--- src/hdl/iirtf_pkg.sv ---
// Shared types, constants and codes for the direct form I IIR filter.
`default_nettype none

package iirtf_pkg;

   // Tap counts of the filter structure.
   localparam int NUM_TAPS      = 4;
   localparam int FEEDBACK_TAPS = 3;
   localparam int NUM_STEPS     = NUM_TAPS + FEEDBACK_TAPS;
   localparam int STEP_W        = (NUM_STEPS > 1) ? $clog2(NUM_STEPS) : 1;

   // Coefficient registers that exist; taps past these use a zero coefficient.
   localparam int NUM_REGS_B = 4;
   localparam int NUM_REGS_A = 3;

   // Data formats.
   localparam int SAMPLE_W  = 16;
   localparam int COEF_W    = 18;
   localparam int FRAC_BITS = 14;
   localparam int PROD_W    = SAMPLE_W + COEF_W;
   localparam int ACC_W     = PROD_W + STEP_W;
   localparam int REG_IDX_W = 3;

   // Register indexes of the configuration port.
   localparam logic [REG_IDX_W-1:0] REG_B0 = 3'd0;
   localparam logic [REG_IDX_W-1:0] REG_B1 = 3'd1;
   localparam logic [REG_IDX_W-1:0] REG_B2 = 3'd2;
   localparam logic [REG_IDX_W-1:0] REG_B3 = 3'd3;
   localparam logic [REG_IDX_W-1:0] REG_A1 = 3'd4;
   localparam logic [REG_IDX_W-1:0] REG_A2 = 3'd5;
   localparam logic [REG_IDX_W-1:0] REG_A3 = 3'd6;

   // Reset value of coefficient b0 (1.0 in Q4.14).
   localparam logic signed [COEF_W-1:0] COEF_ONE = 18'sd16384;

   // Command codes carried in tuser of the request channel.
   localparam logic CMD_FILTER = 1'b0;
   localparam logic CMD_CLEAR  = 1'b1;

   typedef enum logic [1:0] {
      ST_IDLE,
      ST_MAC,
      ST_DRAIN,
      ST_WRITE
   } iirtf_state_type;

   // Commands from the controller to the datapath.
   typedef struct packed {
      logic              hist_push;
      logic              hist_clear;
      logic              acc_clear;
      logic              mul_en;
      logic              acc_add;
      logic              out_push;
      logic [STEP_W-1:0] step;
   } iirtf_cmd_type;

   // Status from the datapath to the controller.
   typedef struct packed {
      logic out_busy;
   } iirtf_sts_type;

endpackage

`default_nettype wire

--- src/hdl/iirtf_ctrl.sv ---
// Controller state machine that sequences the shared multiply-accumulate.
`default_nettype none

module iirtf_ctrl
   import iirtf_pkg::*;
(
   input  wire logic          clock,
   input  wire logic          reset,
   input  wire logic          req_tvalid,
   output logic               req_tready,
   input  wire logic          req_tuser,
   input  wire iirtf_sts_type sts,
   output iirtf_cmd_type      cmd
);

   iirtf_state_type   state_ff, state_in;
   logic [STEP_W-1:0] step_ff, step_in;

   always_ff @(posedge clock) begin
      if (reset) begin
         state_ff <= ST_IDLE;
         step_ff  <= '0;
      end else begin
         state_ff <= state_in;
         step_ff  <= step_in;
      end
   end

   always_comb begin
      state_in       = state_ff;
      step_in        = step_ff;
      req_tready     = 1'b0;
      cmd            = '0;
      cmd.step       = step_ff;
      case (state_ff)
         ST_IDLE: begin
            req_tready = 1'b1;
            if (req_tvalid) begin
               if (req_tuser == CMD_CLEAR) begin
                  cmd.hist_clear = 1'b1;
               end else begin
                  cmd.hist_push = 1'b1;
                  cmd.acc_clear = 1'b1;
                  step_in       = '0;
                  state_in      = ST_MAC;
               end
            end
         end
         ST_MAC: begin
            // The product of the previous step is added while the next one forms.
            cmd.mul_en  = 1'b1;
            cmd.acc_add = (step_ff != '0);
            if (step_ff == STEP_W'(NUM_STEPS - 1)) begin
               state_in = ST_DRAIN;
            end else begin
               step_in = step_ff + 1'b1;
            end
         end
         ST_DRAIN: begin
            cmd.acc_add = 1'b1;
            state_in    = ST_WRITE;
         end
         ST_WRITE: begin
            if (!sts.out_busy) begin
               cmd.out_push = 1'b1;
               state_in     = ST_IDLE;
            end
         end
         default: begin
            state_in = ST_IDLE;
         end
      endcase
   end

endmodule

`default_nettype wire

--- src/hdl/iirtf_datapath.sv ---
// Datapath: coefficients, histories, shared multiplier, accumulator, output register.
`default_nettype none

module iirtf_datapath
   import iirtf_pkg::*;
(
   input  wire logic                 clock,
   input  wire logic                 reset,
   input  wire logic                 csr_we,
   input  wire logic [REG_IDX_W-1:0] csr_addr,
   input  wire logic [COEF_W-1:0]    csr_wdata,
   input  wire logic [SAMPLE_W-1:0]  req_tdata,
   output logic [SAMPLE_W-1:0]       rsp_tdata,
   output logic                      rsp_tvalid,
   input  wire logic                 rsp_tready,
   input  wire iirtf_cmd_type        cmd,
   output iirtf_sts_type             sts
);

   logic signed [COEF_W-1:0]   coef_b_ff [NUM_REGS_B];
   logic signed [COEF_W-1:0]   coef_a_ff [NUM_REGS_A];
   logic signed [SAMPLE_W-1:0] x_ff      [NUM_TAPS];
   logic signed [SAMPLE_W-1:0] y_ff      [FEEDBACK_TAPS];

   logic signed [COEF_W-1:0]   op_coef   [NUM_STEPS];
   logic signed [SAMPLE_W-1:0] op_data   [NUM_STEPS];
   logic                       op_sub    [NUM_STEPS];

   logic signed [PROD_W-1:0]   prod_ff, prod_in;
   logic                       sub_ff, sub_in;
   logic signed [ACC_W-1:0]    acc_ff, acc_in;
   logic                       rsp_valid_ff, rsp_valid_in;
   logic [SAMPLE_W-1:0]        rsp_data_ff;

   logic signed [ACC_W-1:0]           acc_rnd;
   logic signed [ACC_W-FRAC_BITS-1:0] acc_q;
   logic signed [SAMPLE_W-1:0]        y_sat;

   // Coefficient registers.
   always_ff @(posedge clock) begin
      if (reset) begin
         for (int i = 0; i < NUM_REGS_B; i++) coef_b_ff[i] <= '0;
         for (int i = 0; i < NUM_REGS_A; i++) coef_a_ff[i] <= '0;
         coef_b_ff[0] <= COEF_ONE;
      end else if (csr_we) begin
         case (csr_addr)
            REG_B0:  coef_b_ff[0] <= csr_wdata;
            REG_B1:  coef_b_ff[1] <= csr_wdata;
            REG_B2:  coef_b_ff[2] <= csr_wdata;
            REG_B3:  coef_b_ff[3] <= csr_wdata;
            REG_A1:  coef_a_ff[0] <= csr_wdata;
            REG_A2:  coef_a_ff[1] <= csr_wdata;
            REG_A3:  coef_a_ff[2] <= csr_wdata;
            default: ;
         endcase
      end
   end

   // Operand list: numerator taps first, then feedback taps.
   always_comb begin
      for (int k = 0; k < NUM_TAPS; k++) begin
         op_coef[k] = '0;
         if (k < NUM_REGS_B) op_coef[k] = coef_b_ff[k];
         op_data[k] = x_ff[k];
         op_sub[k]  = 1'b0;
      end
      for (int k = 0; k < FEEDBACK_TAPS; k++) begin
         op_coef[NUM_TAPS + k] = '0;
         if (k < NUM_REGS_A) op_coef[NUM_TAPS + k] = coef_a_ff[k];
         op_data[NUM_TAPS + k] = y_ff[k];
         op_sub[NUM_TAPS + k]  = 1'b1;
      end
   end

   assign prod_in = op_coef[cmd.step] * op_data[cmd.step];
   assign sub_in  = op_sub[cmd.step];

   always_comb begin
      acc_in = acc_ff;
      if (cmd.acc_clear) begin
         acc_in = '0;
      end else if (cmd.acc_add) begin
         if (sub_ff) acc_in = acc_ff - ACC_W'(prod_ff);
         else        acc_in = acc_ff + ACC_W'(prod_ff);
      end
   end

   always_ff @(posedge clock) begin
      if (cmd.mul_en) begin
         prod_ff <= prod_in;
         sub_ff  <= sub_in;
      end
      acc_ff <= acc_in;
   end

   // Round half up, then saturate to the sample range.
   always_comb begin
      acc_rnd = acc_ff + ACC_W'(1 << (FRAC_BITS - 1));
      acc_q   = acc_rnd[ACC_W-1:FRAC_BITS];
      if (acc_q > (ACC_W-FRAC_BITS)'(32767)) begin
         y_sat = 16'sh7FFF;
      end else if (acc_q < -(ACC_W-FRAC_BITS)'(32768)) begin
         y_sat = 16'sh8000;
      end else begin
         y_sat = acc_q[SAMPLE_W-1:0];
      end
   end

   // Histories, newest first.
   always_ff @(posedge clock) begin
      if (reset || cmd.hist_clear) begin
         for (int i = 0; i < NUM_TAPS; i++)      x_ff[i] <= '0;
         for (int i = 0; i < FEEDBACK_TAPS; i++) y_ff[i] <= '0;
      end else begin
         if (cmd.hist_push) begin
            for (int i = NUM_TAPS - 1; i > 0; i--) x_ff[i] <= x_ff[i-1];
            x_ff[0] <= req_tdata;
         end
         if (cmd.out_push) begin
            for (int i = FEEDBACK_TAPS - 1; i > 0; i--) y_ff[i] <= y_ff[i-1];
            y_ff[0] <= y_sat;
         end
      end
   end

   // Output register.
   always_comb begin
      rsp_valid_in = rsp_valid_ff;
      if (cmd.out_push)    rsp_valid_in = 1'b1;
      else if (rsp_tready) rsp_valid_in = 1'b0;
   end

   always_ff @(posedge clock) begin
      if (reset) begin
         rsp_valid_ff <= 1'b0;
      end else begin
         rsp_valid_ff <= rsp_valid_in;
      end
   end

   always_ff @(posedge clock) begin
      if (cmd.out_push) rsp_data_ff <= y_sat;
   end

   assign rsp_tvalid   = rsp_valid_ff;
   assign rsp_tdata    = rsp_data_ff;
   assign sts.out_busy = rsp_valid_ff && !rsp_tready;

endmodule

`default_nettype wire

--- src/hdl/iir_transfer_function_filter.sv ---
// Top level of the direct form I IIR filter with a shared multiply-accumulate.
//
//   Channel   Ports        Direction  Contents
//   request   req_t*       in         tdata: sample_in; tuser: command
//   response  rsp_t*       out        tdata: sample_out
//   config    csr_*        in         write of coefficient b0..b3, a1..a3
//
// A filter transaction occupies the block from acceptance until its result is
// written: ST_IDLE accepts it, ST_MAC walks the seven taps one by one through
// the single 18x16 multiplier, ST_DRAIN adds the last product and ST_WRITE
// rounds and stores the result in the output register, which offers it.
// A clear transaction zeroes both histories, leaves the block idle and produces no response.
// Reset is synchronous: coefficients return to b0 = 1.0 and the rest zero,
// and both histories are zeroed. A stalled response holds in the output
// register while the next request is accepted; the block waits only if a
// new result is ready before the previous one has been taken.
`default_nettype none

module iir_transfer_function_filter
   import iirtf_pkg::*;
(
   input  wire logic                 clock,
   input  wire logic                 reset,
   // Request channel.
   input  wire logic                 req_tvalid,
   output logic                      req_tready,
   input  wire logic [SAMPLE_W-1:0]  req_tdata,   // [15:0] sample_in
   input  wire logic                 req_tuser,   // [0] command
   // Response channel.
   output logic                      rsp_tvalid,
   input  wire logic                 rsp_tready,
   output logic [SAMPLE_W-1:0]       rsp_tdata,   // [15:0] sample_out
   // Configuration write port.
   input  wire logic                 csr_we,
   input  wire logic [REG_IDX_W-1:0] csr_addr,
   input  wire logic [COEF_W-1:0]    csr_wdata
);

   iirtf_cmd_type ctrl_cmd;
   iirtf_sts_type dp_sts;

   // The controller walks the taps and decides when a result is written.
   iirtf_ctrl u_ctrl (
      .clock      (clock),
      .reset      (reset),
      .req_tvalid (req_tvalid),
      .req_tready (req_tready),
      .req_tuser  (req_tuser),
      .sts        (dp_sts),
      .cmd        (ctrl_cmd)
   );

   // The datapath holds coefficients, histories, the multiplier and the output register.
   iirtf_datapath u_datapath (
      .clock      (clock),
      .reset      (reset),
      .csr_we     (csr_we),
      .csr_addr   (csr_addr),
      .csr_wdata  (csr_wdata),
      .req_tdata  (req_tdata),
      .rsp_tdata  (rsp_tdata),
      .rsp_tvalid (rsp_tvalid),
      .rsp_tready (rsp_tready),
      .cmd        (ctrl_cmd),
      .sts        (dp_sts)
   );

   // A filter transaction occupies the block, so the next cycle is not ready.
   a_filter_busy: assert property (@(posedge clock) disable iff (reset)
      (req_tvalid && req_tready && req_tuser == CMD_FILTER) |=> !req_tready)
      else $error("request accepted while a filter transaction was running");

   // A clear transaction finishes at once and the block is ready again.
   a_clear_quick: assert property (@(posedge clock) disable iff (reset)
      (req_tvalid && req_tready && req_tuser == CMD_CLEAR) |=> req_tready)
      else $error("clear transaction did not return to idle");

   // A result is written only into a free or draining output register.
   a_no_overwrite: assert property (@(posedge clock) disable iff (reset)
      ctrl_cmd.out_push |-> (!rsp_tvalid || rsp_tready))
      else $error("pending response overwritten");

   // A written result is offered in the next cycle.
   a_push_valid: assert property (@(posedge clock) disable iff (reset)
      ctrl_cmd.out_push |=> rsp_tvalid)
      else $error("written result not offered on the response channel");

endmodule

`default_nettype wire
--- config.mk ---
export PLATFORM = sky130hd
export DESIGN_NAME = iir_transfer_function_filter
export DESIGN_NICKNAME = d
export VERILOG_FILES = /design/src/hdl/iirtf_pkg.sv /design/src/hdl/iirtf_ctrl.sv /design/src/hdl/iirtf_datapath.sv /design/src/hdl/iir_transfer_function_filter.sv
export SDC_FILE = /design/constraint.sdc
export NUM_CORES = 1
export LEC_CHECK = 0
export BUFFER_PORTS_ARGS = -buffer_cell sky130_fd_sc_hd__buf_4
export CAP_MARGIN = 20
export CELL_PAD_IN_SITES_DETAIL_PLACEMENT = 1
export CELL_PAD_IN_SITES_GLOBAL_PLACEMENT = 1
export CORE_ASPECT_RATIO = 0.6
export CORE_MARGIN = 5
export CORE_UTILIZATION = 50
export DETAILED_ROUTE_END_ITERATION = 6
export MAX_ROUTING_LAYER = met4
export PLACE_DENSITY = 0.79
export SLEW_MARGIN = 10
export SYNTH_ARGS = -nofsm -noshare
export SYNTH_HDL_FRONTEND = slang
export SYNTH_SLANG_ARGS = --single-unit
--- constraint.sdc ---
create_clock -name clock -period 10.6 [get_ports clock]
set_input_delay 2.12 -clock clock [delete_from_list [all_inputs] [get_ports clock]]
set_output_delay 2.12 -clock clock [all_outputs]
set_load 0.05 [all_outputs]
==> run_results.csv <==
group,metric,value,unit
status,status,"complete, no violations",
placement,gp_congestion,0.9634,
yosys,synthArstFlopShare,0,%
floorplan,core_area,54580,sq um
sta,hold_viol,0,
yosys,syn-num-nets,3174,
yosys,ys_types,77,
final_layout,postLayoutCellArea,30330,sq um
route,via_count,20726,
setup_path,worstSetupStartpoint,"u_ctrl.step_ff[0]",
sta,rsz0062_at_grt,"false",
yosys,syn-cell-area,27760,sq um
sta,tightest_slew,1148,ps
floorplan,initial_core_util,50.86,%
grt,grt_max_degree,95,
grt,grt_pass1_vias,22580,
sta,fmax,0.1110,GHz
setup_path,cp.required,10900,ps
floorplan,die_width,314.2,um
setup_path,r2r-end,"u_datapath.prod_ff[33]",
route,ant_nets,0,
clock_tree,clk_latency,570,ps
sta,final.setup.tns,0,ps
floorplan,fp.dieH,192.5,um
final_layout,drive_above_1_share,8.858,%
clock_tree,ctsResizeCount,0,
sta,post-route-period-util,84.99,%
final_layout,layoutNonFillerInstCount,3525,
clock_tree,clockRootBuffer,"clkbuf_16",
setup_path,rrSetupSlack,1590,ps
setup_path,crit_end,"u_datapath.prod_ff[33]",
sta,setup_viol,0,
final_layout,syn_to_final_growth,9.248,%
yosys,ys_seq_area_share,34.36,%
route,drc,0,
yosys,synth-seq-cells,332,
clock_tree,clock_sinks,332,
placement,dp.cells,3460,
setup_path,crit_arrival,9310,ps
final_layout,register_area,9548,sq um
setup_path,critPathSlowestCell,"dfxtp_4",
clock_tree,cts_inserted_buffers,35,
route,dr.first_iter.drc_count,1889,
grt,grt.total_usage,29.14,%
setup_path,r2r_start,"u_ctrl.step_ff[0]",
setup_path,worst_setup_path_end_kind,"flip-flop",
setup_path,reg2reg_depth,25,
route,wl,84.74,mm
job,cap_viol_max_count,0,
clock_tree,ctsHoldBuffers,0,
final_layout,layout.nets,3216,
clock_tree,cts_max_level,2,
hold_path,hp-class,"reg -> reg",
clock_tree,clk_pin_slew,70,ps
placement,detailed_place.area,29170,sq um
clock_tree,clockBufferDepth,3,
setup_path,crit_path_frequent_cell,"fa_1",
sta,min_period,9009,ps
route,wl_per_cell,24.04,um
route,dr.pass1.iters,5,
clock_tree,cts_tree,"built",
final_layout,multi_input_area,16390,sq um
sta,max_slew_margin,21.46,%
setup_path,critical-path-max-stage-delay,760,ps
floorplan,io_pins,61,
setup_path,crit_buf_inv,6,
grt,grt_overflow_total,0,
setup_path,cp-start-kind,"flip-flop",
clock_tree,cts_setup_buffers,0,
route,vias_per_cell,5.880,
final_layout,fillCellCount,6006,
floorplan,rows,66,
setup_path,crit_fanout,34,
placement,port_buffers,60,
grt,grt_first_pass_wirelength,131.3,mm
grt,antenna_found_initial,0,
setup_path,path_class,"reg -> reg",
final_layout,n_antenna_cell,0,
yosys,synth_edf_count,289,
setup_path,crit_family,"adder cells",
sta,skew,11.45,ps
yosys,avgSynthCellArea,10.25,sq um
placement,post-dp-hpwl,64.04,mm
floorplan,die_area,60490,sq um
yosys,ys_warn_count,0,
sta,drv_slew,0,
setup_path,path_depth,25,
yosys,synthCells,2709,
yosys,ys.flop_type,"edfxtp_1",
## registers in the layout, summed over array words and instances (netlist names)
name and flops:
u_ctrl.state_ff 2, u_datapath.x_ff 64, u_datapath.sub_ff 1, u_datapath.coef_b_ff 72
u_datapath.prod_ff 34, u_datapath.rsp_tvalid 1, u_datapath.y_ff 48, u_datapath.rsp_tdata 16
u_ctrl.step_ff 3, u_datapath.acc_ff 37, u_datapath.coef_a_ff 54
## layout make-up
type                    instances  area share [%]
multi-input cells            1881           54.05
flip-flops and latches        332           31.48
inverters                     387           4.790
clock buffers                  44           2.999
clock inverters                19          0.7302
repair buffers                114           2.863
well taps                     748           3.086
## placed cells by master (no fill, tap or decap), types with 28 or more instances in the layout
master     instances
edfxtp_1         289
o21ai_0           66
a21oi_1          149
buf_4            113
and3_1           100
dfxtp_1           40
mux4_2            34
fa_1             291
and2_1           116
nand2_1          241
mux2i_1           29
a21o_1            49
inv_1            386
xnor2_1           79
nand3_1           33
clkbuf_16         35
nor2_1           249
ha_1             130
nor3_1            28
## synth_stat cells (all sizes together) (11+ instances only)
library cell,number,area share [%]
and2,116,2.6
xnor2,79,2.5
ha,131,5.9
mux2,11,0.45
a21o,49,1.3
o21ai,92,1.8
mux4,34,2.8
inv,387,5.2
clkbuf,90,1.2
buf,19,0.32
mux2i,29,1.0
and3,100,2.3
nand2,243,3.3
fa,291,21
a31oi,12,0.27
a21oi,149,2.7
nand3,33,0.59
nor3,28,0.50
edfxtp,289,31
dfxtp,43,3.1
xor2,25,0.79
a221o,11,0.40
nand2b,28,0.66
a211oi,17,0.46
nor4,14,0.34
nor2,252,3.4
## routing by layer
metal	wire (um)	track usage, %	vias up
met5	0	-	-
met4	1396	5.698	0
met3	7490	7.073	110
met2	38330	44.58	761
met1	37520	40.38	10689
li1	-	-	9166
## cells by family after synthesis
family	Yosys count	share of synthesized area [%]
AND/OR/NAND/NOR	876	15.31
buffers and inverters	496	6.765
adder cells (fa/ha/maj)	422	26.89
AO/OA/AOI/OAI	405	9.145
flip-flops	332	34.36
XOR/XNOR	104	3.281
multiplexers	74	4.250
## tightest hold or removal path: cells and delay by family (launching register included)
family | cells | cell delay, ps
AND/OR/NAND/NOR | 1 | 60
flip-flops | 1 | 310
AO/OA/AOI/OAI | 1 | 50
## how the worst min path moves through the flow
stage,end,cells after the start,start
CTS,u_datapath.acc_ff[10],2,u_datapath.acc_ff[10]
global placement,u_datapath.acc_ff[5],2,u_datapath.acc_ff[5]
finish,u_datapath.acc_ff[10],2,u_datapath.acc_ff[10]
global route,u_datapath.acc_ff[10],2,u_datapath.acc_ff[10]
floorplan,u_datapath.acc_ff[10],2,u_datapath.acc_ff[10]
detailed placement,u_datapath.acc_ff[10],2,u_datapath.acc_ff[10]
## through the flow
stage / utilization (%) / hold WS [ps] / worst slack (ps)
6_report: 55.56 / 465.8 / 1591
5_1_grt: 55.56 / 492.6 / 1230
4_1_cts: 55.51 / 470.1 / 1746
3_5_place_dp: 53.44 / 459.3 / 1756
3_3_place_gp: 53.44 / 444.5 / 2139
2_1_floorplan: - / 436.2 / 3067
Power is left out: the tool's default activity adds up to more than one toggle a clock period on the data nets, which glitch-free logic cannot reach.
